[config.mk]
export PLATFORM = sky130hd
export DESIGN_NAME = pwm_period_duty_setter_core_flat
export DESIGN_NICKNAME = d
export VERILOG_FILES = /design/src/rtl/core/pwmpd_pkg.sv /design/src/rtl/core/pwmpd_intf.sv /design/src/rtl/core/pwm_period_duty_setter_core.sv /design/src/rtl/core/pwmpd_ctrl.sv /design/src/rtl/core/pwmpd_dpath.sv /design/src/flat_wrapper.sv
export SDC_FILE = /design/constraint.sdc
export NUM_CORES = 1
export LEC_CHECK = 0
export BUFFER_PORTS_ARGS = -buffer_cell sky130_fd_sc_hd__buf_2
export CAP_MARGIN = 30
export CORE_MARGIN = 2
export CORE_UTILIZATION = 65
export CTS_BUF_LIST = sky130_fd_sc_hd__clkbuf_4 sky130_fd_sc_hd__clkbuf_8
export DETAILED_ROUTE_END_ITERATION = 6
export GPL_ROUTABILITY_DRIVEN = 0
export MAX_ROUTING_LAYER = met4
export PLACE_DENSITY = 0.9
export SETUP_SLACK_MARGIN = 0.4
export SYNTH_ARGS = -nofsm -noshare
export SYNTH_HDL_FRONTEND = slang
export SYNTH_SLANG_ARGS = --single-unit
[constraint.sdc]
create_clock -name clock -period 11.88 [get_ports clock]
set_clock_uncertainty 0.1 [all_clocks]
set_input_delay 1.188 -clock clock [delete_from_list [all_inputs] [get_ports clock]]
set_output_delay 1.188 -clock clock [all_outputs]
set_load 0.01 [all_outputs]
[src/rtl/core/pwmpd_pkg.sv]
// Package for the PWM period and duty setter: widths, reset values and limits,
// controller state type and the command and status structs.
// Depends on nothing; every other file of the block imports it.
package pwmpd_pkg;

   localparam int PERIOD_W = 32;
   localparam int DUTY_W   = 18;
   localparam int EXP_W    = 4;
   localparam int TOP_W    = 16;
   localparam int CMP_W    = 17;
   localparam int PROD_W   = 2 * TOP_W;
   localparam int CNT_W    = 4;

   localparam logic [EXP_W-1:0] MAX_PRESCALE   = 4'd10;
   localparam logic [TOP_W-1:0] TOP_MAX        = 16'hFFFF;
   localparam logic [EXP_W-1:0] RESET_PRESCALE = 4'd3;
   localparam logic [TOP_W-1:0] RESET_TOP      = 16'd60000;
   localparam logic [CNT_W-1:0] DIV_LAST       = 4'd15;

   localparam logic KIND_PERIOD = 1'b0;
   localparam logic KIND_DUTY   = 1'b1;

   typedef enum logic [3:0] {
      ST_IDLE,
      ST_SHIFT,
      ST_DECIDE,
      ST_DIV_INIT,
      ST_DIVIDE,
      ST_DIV_WB,
      ST_DUTY_MUL,
      ST_DUTY_WB,
      ST_FINISH
   } state_type;

   typedef struct packed {
      logic load;
      logic shift;
      logic rescale;
      logic div_init;
      logic div_step;
      logic div_wb;
      logic duty_mul;
      logic duty_wb;
      logic emit;
   } cmd_type;

   typedef struct packed {
      logic c_big;
      logic same;
      logic need_div;
      logic div_last;
   } status_type;

endpackage

[src/rtl/core/pwmpd_intf.sv]
// Channel interfaces of the PWM period and duty setter: request and response,
// each with valid, ready and its payload. Depends on pwmpd_pkg.
interface pwmpd_req_if import pwmpd_pkg::*; ();
   logic                       valid;
   logic                       ready;
   logic                       kind;
   logic [PERIOD_W-1:0]        period_ticks;
   logic signed [DUTY_W-1:0]   duty_fraction;

   modport source (output valid, kind, period_ticks, duty_fraction, input ready);
   modport sink   (input valid, kind, period_ticks, duty_fraction, output ready);
endinterface

interface pwmpd_rsp_if import pwmpd_pkg::*; ();
   logic               valid;
   logic               ready;
   logic [EXP_W-1:0]   prescale_exponent;
   logic [TOP_W-1:0]   top_value;
   logic [CMP_W-1:0]   compare_value;

   modport source (output valid, prescale_exponent, top_value, compare_value, input ready);
   modport sink   (input valid, prescale_exponent, top_value, compare_value, output ready);
endinterface

[src/rtl/core/pwm_period_duty_setter_core.sv]
// Top level of the PWM period and duty setter: joins the controller and the
// datapath to the request and response channels.
// Depends on pwmpd_pkg, pwmpd_intf, pwmpd_ctrl and pwmpd_dpath.
//
// The request channel carries one beat per item: kind 0 sets the period from
// period_ticks, kind 1 sets the duty from the signed Q16 duty_fraction.
// Every request beat gives exactly one response beat with the prescale
// exponent, top value and compare value as they stand after the item.
// Items are worked one at a time. A duty item multiplies the top value by the
// duty fraction and writes the result back as the compare value. A period
// item halves the period up to 10 times, until it fits the top value; when
// the setting changes and the compare value needs rescaling, the 16-step
// serial divider follows.
// The response sits in an output register, so a new request is taken while
// an earlier response still waits; a stalled receiver holds the next response
// in its final state until the register frees.
// Synchronous reset gives prescale 3, top 60000 and compare 0, with no
// response pending.
module pwm_period_duty_setter_core
   import pwmpd_pkg::*;
(
   input  logic        clock,
   input  logic        reset,
   pwmpd_req_if.sink   req_bus,
   pwmpd_rsp_if.source rsp_bus
);

   cmd_type    cmd;
   status_type status;

   pwmpd_ctrl u_ctrl (
      .clock     (clock),
      .reset     (reset),
      .req_valid (req_bus.valid),
      .req_kind  (req_bus.kind),
      .req_ready (req_bus.ready),
      .rsp_valid (rsp_bus.valid),
      .rsp_ready (rsp_bus.ready),
      .status    (status),
      .cmd       (cmd)
   );

   pwmpd_dpath u_dpath (
      .clock                 (clock),
      .reset                 (reset),
      .cmd                   (cmd),
      .status                (status),
      .req_period_ticks      (req_bus.period_ticks),
      .req_duty_fraction     (req_bus.duty_fraction),
      .rsp_prescale_exponent (rsp_bus.prescale_exponent),
      .rsp_top_value         (rsp_bus.top_value),
      .rsp_compare_value     (rsp_bus.compare_value)
   );

endmodule

[src/rtl/core/pwmpd_ctrl.sv]
// Controller of the PWM period and duty setter: sequences one item at a time
// and owns the response valid flag. Depends on pwmpd_pkg.
module pwmpd_ctrl
   import pwmpd_pkg::*;
(
   input  logic       clock,
   input  logic       reset,
   input  logic       req_valid,
   input  logic       req_kind,
   output logic       req_ready,
   output logic       rsp_valid,
   input  logic       rsp_ready,
   input  status_type status,
   output cmd_type    cmd
);

   state_type state_ff, state_in;
   logic      rsp_valid_ff, rsp_valid_in;

   always_ff @(posedge clock) begin
      if (reset) begin
         state_ff     <= ST_IDLE;
         rsp_valid_ff <= 1'b0;
      end else begin
         state_ff     <= state_in;
         rsp_valid_ff <= rsp_valid_in;
      end
   end

   always_comb begin
      state_in  = state_ff;
      cmd       = '0;
      req_ready = 1'b0;
      unique case (state_ff)
         ST_IDLE: begin
            req_ready = 1'b1;
            if (req_valid) begin
               cmd.load = 1'b1;
               state_in = (req_kind == KIND_DUTY) ? ST_DUTY_MUL : ST_SHIFT;
            end
         end
         ST_SHIFT: begin
            if (status.c_big) begin
               cmd.shift = 1'b1;
            end else begin
               state_in = ST_DECIDE;
            end
         end
         ST_DECIDE: begin
            if (status.same) begin
               state_in = ST_FINISH;
            end else begin
               cmd.rescale = 1'b1;
               state_in    = status.need_div ? ST_DIV_INIT : ST_FINISH;
            end
         end
         ST_DIV_INIT: begin
            cmd.div_init = 1'b1;
            state_in     = ST_DIVIDE;
         end
         ST_DIVIDE: begin
            cmd.div_step = 1'b1;
            if (status.div_last) begin
               state_in = ST_DIV_WB;
            end
         end
         ST_DIV_WB: begin
            cmd.div_wb = 1'b1;
            state_in   = ST_FINISH;
         end
         ST_DUTY_MUL: begin
            cmd.duty_mul = 1'b1;
            state_in     = ST_DUTY_WB;
         end
         ST_DUTY_WB: begin
            cmd.duty_wb = 1'b1;
            state_in    = ST_FINISH;
         end
         ST_FINISH: begin
            if (!rsp_valid_ff || rsp_ready) begin
               cmd.emit = 1'b1;
               state_in = ST_IDLE;
            end
         end
         default: state_in = ST_IDLE;
      endcase
   end

   always_comb begin
      if (cmd.emit) begin
         rsp_valid_in = 1'b1;
      end else if (rsp_ready) begin
         rsp_valid_in = 1'b0;
      end else begin
         rsp_valid_in = rsp_valid_ff;
      end
   end

   assign rsp_valid = rsp_valid_ff;

endmodule

[src/rtl/core/pwmpd_dpath.sv]
// Datapath of the PWM period and duty setter: timer settings, period halving,
// shared 16x16 multiplier, restoring divider and response register.
// Depends on pwmpd_pkg.
module pwmpd_dpath
   import pwmpd_pkg::*;
(
   input  logic                      clock,
   input  logic                      reset,
   input  cmd_type                   cmd,
   output status_type                status,
   input  logic [PERIOD_W-1:0]       req_period_ticks,
   input  logic signed [DUTY_W-1:0]  req_duty_fraction,
   output logic [EXP_W-1:0]          rsp_prescale_exponent,
   output logic [TOP_W-1:0]          rsp_top_value,
   output logic [CMP_W-1:0]          rsp_compare_value
);

   logic [EXP_W-1:0]         prescale_ff, prescale_in;
   logic [TOP_W-1:0]         top_ff, top_in;
   logic [CMP_W-1:0]         compare_ff, compare_in;
   logic [PERIOD_W-1:0]      c_ff, c_in;
   logic [EXP_W-1:0]         expo_ff, expo_in;
   logic signed [DUTY_W-1:0] duty_ff, duty_in;
   logic [PROD_W-1:0]        product_ff, product_in;
   logic [TOP_W-1:0]         divisor_ff, divisor_in;
   logic [TOP_W-1:0]         rem_ff, rem_in;
   logic [TOP_W-1:0]         quo_ff, quo_in;
   logic [CNT_W-1:0]         count_ff, count_in;
   logic [EXP_W-1:0]         out_prescale_ff, out_prescale_in;
   logic [TOP_W-1:0]         out_top_ff, out_top_in;
   logic [CMP_W-1:0]         out_compare_ff, out_compare_in;

   logic [TOP_W-1:0] c_top;
   logic             w_zero;
   logic             w_ge;
   logic [TOP_W-1:0] mul_a;
   logic [TOP_W-1:0] mul_b;
   logic [TOP_W:0]   trial;
   logic [TOP_W:0]   diff;
   logic             fits;
   logic             duty_neg;
   logic             duty_full;

   always_ff @(posedge clock) begin
      if (reset) begin
         prescale_ff <= RESET_PRESCALE;
         top_ff      <= RESET_TOP;
         compare_ff  <= '0;
      end else begin
         prescale_ff <= prescale_in;
         top_ff      <= top_in;
         compare_ff  <= compare_in;
      end
   end

   always_ff @(posedge clock) begin
      c_ff            <= c_in;
      expo_ff         <= expo_in;
      duty_ff         <= duty_in;
      product_ff      <= product_in;
      divisor_ff      <= divisor_in;
      rem_ff          <= rem_in;
      quo_ff          <= quo_in;
      count_ff        <= count_in;
      out_prescale_ff <= out_prescale_in;
      out_top_ff      <= out_top_in;
      out_compare_ff  <= out_compare_in;
   end

   assign c_top     = c_ff[TOP_W-1:0];
   assign w_zero    = (compare_ff == '0);
   assign w_ge      = (compare_ff >= {1'b0, top_ff});
   assign duty_neg  = duty_ff[DUTY_W-1];
   assign duty_full = !duty_neg && duty_ff[TOP_W];

   assign mul_a = cmd.duty_mul ? top_ff : c_top;
   assign mul_b = cmd.duty_mul ? duty_ff[TOP_W-1:0] : compare_ff[TOP_W-1:0];

   // One restoring step; the partial remainder always stays below the divisor.
   assign trial = {rem_ff, quo_ff[TOP_W-1]};
   assign diff  = trial - {1'b0, divisor_ff};
   assign fits  = (trial >= {1'b0, divisor_ff});

   assign status.c_big    = (c_ff > PERIOD_W'(TOP_MAX));
   assign status.same     = (expo_ff == prescale_ff) && (c_top == top_ff);
   assign status.need_div = !w_zero && !w_ge;
   assign status.div_last = (count_ff == DIV_LAST);

   always_comb begin
      prescale_in     = prescale_ff;
      top_in          = top_ff;
      compare_in      = compare_ff;
      c_in            = c_ff;
      expo_in         = expo_ff;
      duty_in         = duty_ff;
      product_in      = product_ff;
      divisor_in      = divisor_ff;
      rem_in          = rem_ff;
      quo_in          = quo_ff;
      count_in        = count_ff;
      out_prescale_in = out_prescale_ff;
      out_top_in      = out_top_ff;
      out_compare_in  = out_compare_ff;

      if (cmd.load) begin
         c_in    = req_period_ticks;
         expo_in = '0;
         duty_in = req_duty_fraction;
      end

      if (cmd.shift) begin
         if (expo_ff == MAX_PRESCALE) begin
            c_in = PERIOD_W'(TOP_MAX);
         end else begin
            c_in    = c_ff >> 1;
            expo_in = expo_ff + 1'b1;
         end
      end

      if (cmd.rescale || cmd.duty_mul) begin
         product_in = PROD_W'(mul_a) * PROD_W'(mul_b);
      end

      if (cmd.rescale) begin
         prescale_in = expo_ff;
         top_in      = c_top;
         divisor_in  = top_ff;
         if (w_zero) begin
            compare_in = '0;
         end else if (w_ge) begin
            compare_in = {1'b0, c_top} + 1'b1;
         end
      end

      if (cmd.div_init) begin
         rem_in   = product_ff[PROD_W-1:TOP_W];
         quo_in   = product_ff[TOP_W-1:0];
         count_in = '0;
      end

      if (cmd.div_step) begin
         rem_in   = fits ? diff[TOP_W-1:0] : trial[TOP_W-1:0];
         quo_in   = {quo_ff[TOP_W-2:0], fits};
         count_in = count_ff + 1'b1;
      end

      if (cmd.div_wb) begin
         compare_in = {1'b0, quo_ff};
      end

      if (cmd.duty_wb) begin
         if (duty_neg) begin
            compare_in = '0;
         end else if (duty_full) begin
            compare_in = {1'b0, top_ff} + 1'b1;
         end else begin
            compare_in = {1'b0, product_ff[PROD_W-1:TOP_W]};
         end
      end

      if (cmd.emit) begin
         out_prescale_in = prescale_ff;
         out_top_in      = top_ff;
         out_compare_in  = compare_ff;
      end
   end

   assign rsp_prescale_exponent = out_prescale_ff;
   assign rsp_top_value         = out_top_ff;
   assign rsp_compare_value     = out_compare_ff;

endmodule

[src/flat_wrapper.sv]
// flat-port wrapper written by rule: the top's interface ports become plain ports
module pwm_period_duty_setter_core_flat import pwmpd_pkg::*;
  (clock, reset, req_bus_valid, req_bus_kind, req_bus_period_ticks, req_bus_duty_fraction, req_bus_ready, rsp_bus_valid, rsp_bus_prescale_exponent, rsp_bus_top_value, rsp_bus_compare_value, rsp_bus_ready);
  pwmpd_req_if req_bus_i ();
  pwmpd_rsp_if rsp_bus_i ();
  input  logic clock;
  input  logic reset;
  input wire logic [$bits(req_bus_i.valid)-1:0] req_bus_valid;
  input wire logic [$bits(req_bus_i.kind)-1:0] req_bus_kind;
  input wire logic [$bits(req_bus_i.period_ticks)-1:0] req_bus_period_ticks;
  input wire logic [$bits(req_bus_i.duty_fraction)-1:0] req_bus_duty_fraction;
  output wire logic [$bits(req_bus_i.ready)-1:0] req_bus_ready;
  output wire logic [$bits(rsp_bus_i.valid)-1:0] rsp_bus_valid;
  output wire logic [$bits(rsp_bus_i.prescale_exponent)-1:0] rsp_bus_prescale_exponent;
  output wire logic [$bits(rsp_bus_i.top_value)-1:0] rsp_bus_top_value;
  output wire logic [$bits(rsp_bus_i.compare_value)-1:0] rsp_bus_compare_value;
  input wire logic [$bits(rsp_bus_i.ready)-1:0] rsp_bus_ready;
  assign req_bus_i.valid = req_bus_valid;
  assign req_bus_i.kind = req_bus_kind;
  assign req_bus_i.period_ticks = req_bus_period_ticks;
  assign req_bus_i.duty_fraction = req_bus_duty_fraction;
  assign req_bus_ready = req_bus_i.ready;
  assign rsp_bus_valid = rsp_bus_i.valid;
  assign rsp_bus_prescale_exponent = rsp_bus_i.prescale_exponent;
  assign rsp_bus_top_value = rsp_bus_i.top_value;
  assign rsp_bus_compare_value = rsp_bus_i.compare_value;
  assign rsp_bus_i.ready = rsp_bus_ready;
  pwm_period_duty_setter_core u_core (.clock(clock), .reset(reset), .req_bus(req_bus_i), .rsp_bus(rsp_bus_i));
endmodule
==> qor.csv, run 1 <==
stage,metric,value,unit
drt,totalWireLength,57600,µm
placed_design,hpwl,42100,µm
floorplanning,core_area,0.0289,mm²
floorplanning,fp.dieW,176,µm
placed_design,postPlaceCellArea,0.0200,mm²
sta,slew_headroom,25.8,%
clocking,htreeDepth,2,
status,failed_checks,design-rule violations,
setup_path,required,12060,ps
setup_path,cp-end-kind,flop,
synth,yosysSeqAreaShare,31.7,%
sta,finalSetupTns,0,ps
setup_path,cp_common_cell,fa_1,
clocking,cts_resized,0,
setup_path,crit_chain,"nand2b_1, nor2_4, buf_4, mux2i_1, nor2_1, fa_1, inv_1, fa_1, inv_1, fa_1, fa_1, fa_1, inv_1, fa_1, inv_1, ha_1, nand2_1, o311ai_0, a31oi_1, o2111a_1, o211ai_1, a31o_2, a21oi_1, xnor2_1",
placed_design,pre_cts_ws,3020,ps
power,p_leak,9.46,nW
clocking,cts_hold_buf,0,
drt,vias_per_cell,6.55,
drt,drc_errors,107,
synth,synth.distinct_cells,68,
drt,initialDrtViolationCount,2328,
status,outcome,"finished, violations left",
placed_design,portBuffers,93,
synth,synthArstFlopShare,0,%
setup_path,crit_family,adder cells,
worst_hold_path,hold_class,reg2reg,
drt,num_vias,16000,
drt,routedWlPerCell,23.6,µm
power,power.density,300,mW/mm²
setup_path,crit_path_max_fanout,42,
clocking,clkSlewWorstSetupHoldPaths,60,ps
layout,final_area,0.0209,mm²
power,ir_worst_vdd,0.170,mV
layout,nets,2420,
clocking,clk_latency,550,ps
floorplanning,start_util,66.3,%
synth,synth-seq-cells,217,
synth,yosysTopAreaCell,edfxtp_1,
setup_path,crit_slowest_cell,mux2i_1,
drt,ant_nets,0,
clocking,clockRootBuffer,clkbuf_8,
floorplanning,placementRows,62,
sta,rsz0062_at_grt,no,
clocking,cts.sinks,217,
global_routing,grt.total_usage,39.3,%
synth,synth_warnings,0,
setup_path,crit_buf_inv,5,
setup_path,critPathLaunchType,flop,
synth,synth_edf_count,171,
synth,mappedNetlistNets,2336,
floorplanning,die_y,176,µm
global_routing,grt-ovfl-total,0,
run,drv_cap,0,
sta,hold_ws,388,ps
drt,dr.pass1.iters,7,
synth,synth.area.top_cells,"edfxtp_1, fa_1, ha_1",
layout,drive_above_1_share,11.1,%
floorplanning,die-area,0.0308,mm²
sta,hold_violations,0,
sta,setup_viol,0,
setup_path,path_class,reg2reg,
synth,syn_area_per_cell,9.83,µm²
clocking,cts_buffer_depth,3,
sta,max_freq,108,MHz
sta,worstMarginPinSlew,1080,ps
floorplanning,io_pins,94,
global_routing,grt_pass1_vias,16800,
global_routing,antenna_found_initial,1,
sta,finalCritPeriodShare,77.9,%
setup_path,cp.arrival,9430,ps
global_routing,grt_max_degree,51,
synth,synthesis.area,0.0191,mm²
clocking,numCtsBuffers,35,
setup_path,max_stage_delay,810,ps
clocking,cts_tree,done,
synth,synthCells,1945,
sta,worst_slack,2630,ps
global_routing,grt_pass1_wl,89400,µm
synth,yosys.area.top_type_share,26.9,%
clocking,post-cts-setup-buffers,0,
layout,syn_to_final_growth,9.09,%
sta,period_minus_slack,9250,ps
synth,synth_flop_cell,edfxtp_1,
sta,slew_viol_final,0,
==> Yosys cell counts, types with 18 or more instances <==
library cell	instances
a211oi_1	18
a21o_1	24
a21oi_1	54
clkbuf_1	58
dfxtp_1	46
edfxtp_1	171
fa_1	195
ha_1	141
inv_1	281
mux2_2	22
mux2i_1	56
nand2_1	239
nand3_1	24
nand4_1	22
nor2_1	218
o21ai_0	53
xnor2_1	57
xor2_1	27
==> per-layer routing <==
layer  track usage, %  vias to the layer above  part of all wire, %  routed length [µm]
li1                 -                     6670                    -                   -
met1             43.7                     7498                   32               18700
met2             58.8                     1314                   44               25200
met3             14.4                      514                   14                8260
met4             27.5                        0                  9.4                5390
met5                -                        -                    0                   0
==> state kept, by name (all words and copies together) (netlist names), 17 cells and up <==
signal and count:
u_core.u_dpath.c_ff 32, u_core.u_dpath.rsp_compare_value 17, u_core.u_dpath.compare_ff 17, u_core.u_dpath.product_ff 32, u_core.u_dpath.duty_ff 18
==> final cells by class <==
cell class              count  area [µm²]
multi-input cells        1367       11700
diodes                      2        5.00
fillers                  1840        8000
clock buffers              53         661
well taps                 384         480
inverters                 283        1060
repair buffers            125         747
clock inverters            11         148
flip-flops and latches    217        6060
==> layout by cell type (no fill, tap or decap), drive strengths merged, types with 5 or more instances in the layout <==
| cell | instances |
|---|---|
| a21o | 24 |
| xnor2 | 57 |
| xor2 | 27 |
| mux2i | 56 |
| nor3 | 17 |
| o22a | 14 |
| mux2 | 22 |
| o211ai | 7 |
| or3 | 8 |
| nand4 | 22 |
| nor4 | 17 |
| nand2 | 239 |
| a211o | 7 |
| and3 | 5 |
| a22o | 17 |
| buf | 124 |
| edfxtp | 171 |
| inv | 283 |
| o21bai | 7 |
| a211oi | 19 |
| ha | 141 |
| nor2b | 6 |
| o21ai | 57 |
| dfxtp | 46 |
| nor2 | 218 |
| clkinv | 7 |
| a21oi | 55 |
| a31oi | 10 |
| a221o | 5 |
| nand2b | 16 |
| fa | 195 |
| nand3 | 24 |
| and2 | 9 |
| clkbuf | 54 |
| o22ai | 8 |
| and4 | 6 |
| o21a | 7 |
==> worst paths after layout <==
path                            cells past startpoint  slack (ps)                             endpoint                         start
worst max-delay path                               24        2630        u_core.u_dpath.product_ff[31]     u_core.u_ctrl.state_ff[2]
worst min-delay path                                0         390  u_core.u_dpath.rsp_compare_value[0]  u_core.u_dpath.compare_ff[0]
worst max register to register                     24        2630        u_core.u_dpath.product_ff[31]     u_core.u_ctrl.state_ff[2]
worst min register to register                      0         390  u_core.u_dpath.rsp_compare_value[0]  u_core.u_dpath.compare_ff[0]
==> worst register-to-register path, delay by kind of cell (launching register included) <==
| family | cells | cell delay (ps) |
|---|---|---|
| DFF | 1 | 600 |
| and+or+nand+nor | 4 | 1320 |
| adders and majority gates | 7 | 3570 |
| buffers and inverters | 5 | 830 |
| muxes | 1 | 810 |
| xor gates and xnor gates | 1 | 130 |
| AOI/OAI and AO/OA | 6 | 1620 |
==> metrics by stage <==
step / power, W / utilization, % / instances
floorplan: 0.00409 / - / 1945
global placement: 0.00504 / 69.1 / 2367
detailed placement: 0.00524 / 69.2 / 2370
CTS: 0.00603 / 72.0 / 2434
global route: 0.00663 / 72.3 / 2441
finish: 0.00625 / 72.3 / 2442
==> power breakdown <==
part           switching, W  internal [W]  leakage [nW]
combinational       0.00249       0.00141          7.08
sequential         0.000362       0.00125          1.96
clock              0.000316      0.000426         0.426
total               0.00316       0.00309          9.46
==> cells by family (layout without fill, tap and decap cells) <==
kind of cell,Yosys count,in the layout,synth area share [%]
flip-flops,217,217,31.7
buffers and inverters,361,472,7.33
AND/OR/NAND/NOR,598,598,13.5
multiplexers,78,78,4.23
adder cells (fa/ha/maj),336,336,29.6
other,0,2,0
AO/OA/AOI/OAI,271,271,9.81
XOR/XNOR,84,84,3.85
Power figures use the tool's default switching activity.
==> inputs of run 2 (changes only) <==
- ABC_AREA: default -> 1
- CORE_UTILIZATION: 65 -> 59
- PLACE_DENSITY: 0.9 -> 0.86
- clock period: 11.88 -> 7.58 ns (I/O delays scaled with it)
==> qor.csv, run 2 <==
stage,metric,value,unit
status,outcome,"finished, violations left",
status,failed_checks,design-rule violations,
layout,reg_top3,"u_core.u_dpath.c_ff x32, u_core.u_dpath.product_ff x32, u_core.u_dpath.duty_ff x18",
power,pwr-share-seq,25.0,%
global_routing,grt-ovfl-total,0,
drt,totalWireLength,62200,µm
sta,finalCritPeriodShare,92.4,%
drt,routedWlPerCell,20.6,µm
placed_design,pre_cts_ws,174,ps
run,drv_cap,0,
setup_path,crit_path_max_fanout,11,
drt,drc_errors,15,
synth,syn_area_per_cell,8.25,µm²
power,ir_worst_vdd,0.244,mV
clocking,cts_buffer_depth,3,
sta,slew_viol_final,0,
clocking,htreeDepth,2,
setup_path,critPathLaunchType,flop,
drt,ant_nets,0,
setup_path,path_class,reg2reg,
power,power_switching,0.00449,W
synth,synthArstFlopShare,0,%
placed_design,portBuffers,93,
synth,synth_edf_count,171,
floorplanning,placementRows,67,
setup_path,cp.arrival,7210,ps
layout,mostFrequentLayoutCells,"nand2_1, inv_1, nor2_1, fa_1, edfxtp_1",
placed_design,hpwl,46100,µm
clocking,numCtsBuffers,39,
sta,finalSetupTns,0,ps
sta,setup_viol,0,
global_routing,grt.total_usage,35.8,%
sta,period_minus_slack,7000,ps
floorplanning,start_util,59.9,%
drt,dr.pass1.iters,7,
synth,mappedNetlistNets,2827,
sta,hold_ws,262,ps
worst_hold_path,hold_class,in2reg,
synth,synth_flop_cell,edfxtp_1,
layout,final_area,0.0220,mm²
setup_path,cp-end-kind,flop,
power,combPwrFrac,61.6,%
clocking,clockRootBuffer,clkbuf_8,
synth,yosys.area.top_type_share,25.5,%
sta,worstMarginPinSlew,891,ps
sta,worst_slack,575,ps
setup_path,crit_slowest_cell,fa_1,
setup_path,rr_startpoint,u_core.u_ctrl.state_ff[1],
power,power.density,388,mW/mm²
synth,synth_warnings,0,
power,p_leak,10.9,nW
clocking,clk_latency,610,ps
layout,syn_to_final_growth,9.67,%
global_routing,antenna_found_initial,4,
clocking,cts_tree,done,
setup_path,max_stage_delay,550,ps
sta,slew_headroom,40.5,%
global_routing,grt_max_degree,43,
synth,yosysSeqAreaShare,30.1,%
global_routing,grt_pass1_wl,95100,µm
worst_hold_path,hold_start,req_bus_duty_fraction[0],
drt,num_vias,18100,
synth,yosys-top-cells-count,"nand2_1, inv_1, nor2_1",
sta,rsz0062_at_grt,no,
floorplanning,io_pins,94,
clocking,cts.sinks,217,
floorplanning,die_y,189,µm
synth,synthCells,2436,
power,internal-power,0.00406,W
synth,yosysTopAreaCell,edfxtp_1,
power,clkPwrFrac,13.4,%
layout,drive_above_1_share,11.0,%
synth,yosysMostFrequentCell,nand2_1,
floorplanning,fp.dieW,189,µm
power,sw_frac_of_total,52.5,%
layout,final_common_cell,nand2_1,
drt,initialDrtViolationCount,2463,
drt,vias_per_cell,5.99,
floorplanning,die-area,0.0356,mm²
sta,max_freq,143,MHz
synth,synth-seq-cells,217,
synth,synthesis.area,0.0201,mm²
setup_path,cp_common_cell,fa_1,
placed_design,postPlaceCellArea,0.0210,mm²
sta,hold_violations,0,
synth,synth.distinct_cells,47,
synth,synth.area.top_cells,"edfxtp_1, fa_1, nand2_1",
layout,nets,2933,
global_routing,grt_pass1_vias,18200,
setup_path,cp-startpoint,u_core.u_ctrl.state_ff[1],
clocking,cts_hold_buf,0,
setup_path,required,7780,ps
clocking,clkSlewWorstSetupHoldPaths,60,ps
floorplanning,core_area,0.0335,mm²
-- run 2: cell types whose count changed in the layout (fill, tap and decap cells not counted), moves of 17 or more --
cell and delta:
nand3_1 +69, mux2i_1 -53, nand3b_1 +19, inv_1 +127, a21o_1 -21, nand2_1 +369
inv_2 +23, xnor2_1 -42, mux2_2 -22, a211oi_1 -17, nor2_1 +71, a21oi_1 +44
-- run 2: critical path: cells and delay by family, from the launching register on --
family | cells | cell delay [ps]
DFF | 1 | 400
AOI/OAI and AO/OA | 2 | 440
buffers and inverters | 7 | 1020
and+or+nand+nor | 8 | 1200
xor gates and xnor gates | 1 | 160
adders and majority gates | 7 | 3400
-- run 2: final timing paths --
path / cells after the start / to / slack, ps
setup / recovery: 25 / u_core.u_dpath.product_ff[27] / 580
hold / removal: 1 / u_core.u_dpath.duty_ff[0] / 260
setup reg to reg: 25 / u_core.u_dpath.product_ff[27] / 580
hold reg to reg: 0 / u_core.u_dpath.rsp_prescale_exponent[3] / 370
-- run 2: power by group through the flow --
| stage | clock network, W | registers, W | logic [W] |
|---|---|---|---|
| after detailed placement | 0 | 0.00211 | 0.00491 |
| after global routing | 0.00119 | 0.00214 | 0.00575 |
| after floorplan | 0 | 0.00198 | 0.00352 |
| after CTS | 0.00112 | 0.00210 | 0.00499 |
| after global placement | 0 | 0.00211 | 0.00473 |
| final | 0.00114 | 0.00214 | 0.00527 |
-- run 2: routing by layer --
| layer | global-route usage, % | share of wire, % | wire [µm] |
|---|---|---|---|
| met1 | 40.5 | 32 | 20100 |
| met3 | 12.3 | 15 | 9220 |
| met5 | - | 0 | 0 |
| met4 | 24.2 | 8.8 | 5460 |
| met2 | 53.9 | 44 | 27400 |
-- run 2: kinds of logic after synthesis --
family	after synthesis	share of synthesized area [%]
adder cells (fa/ha/maj)	336	28.2
buffers and inverters	513	10.2
XOR/XNOR	55	2.40
flip-flops	217	30.1
AO/OA/AOI/OAI	243	7.10
AND/OR/NAND/NOR	1072	22.0
-- run 2: area by class of cell --
cell class,instances,area (µm²)
repair buffers,137,836
fillers,2447,11500
inverters,440,1670
multi-input cells,1707,12100
clock inverters,15,100
flip-flops and latches,217,6060
well taps,448,561
clock buffers,57,684
diodes,4,10.0
-- run 2: repair_timing --
item	CTS	global route
gates resized for setup	3	29
gates cloned	0	1
pin swaps	0	2
setup endpoints to repair	15	19
setup buffers	2	13
-- run 2: per-stage QoR --
stage	std cells	util, %	total power, W
6_report	3025	65.7	0.00856
3_3_place_gp	2930	62.4	0.00684
4_1_cts	3006	65.0	0.00821
2_1_floorplan	2436	-	0.00550
5_1_grt	3025	65.7	0.00908
3_5_place_dp	2932	62.6	0.00702
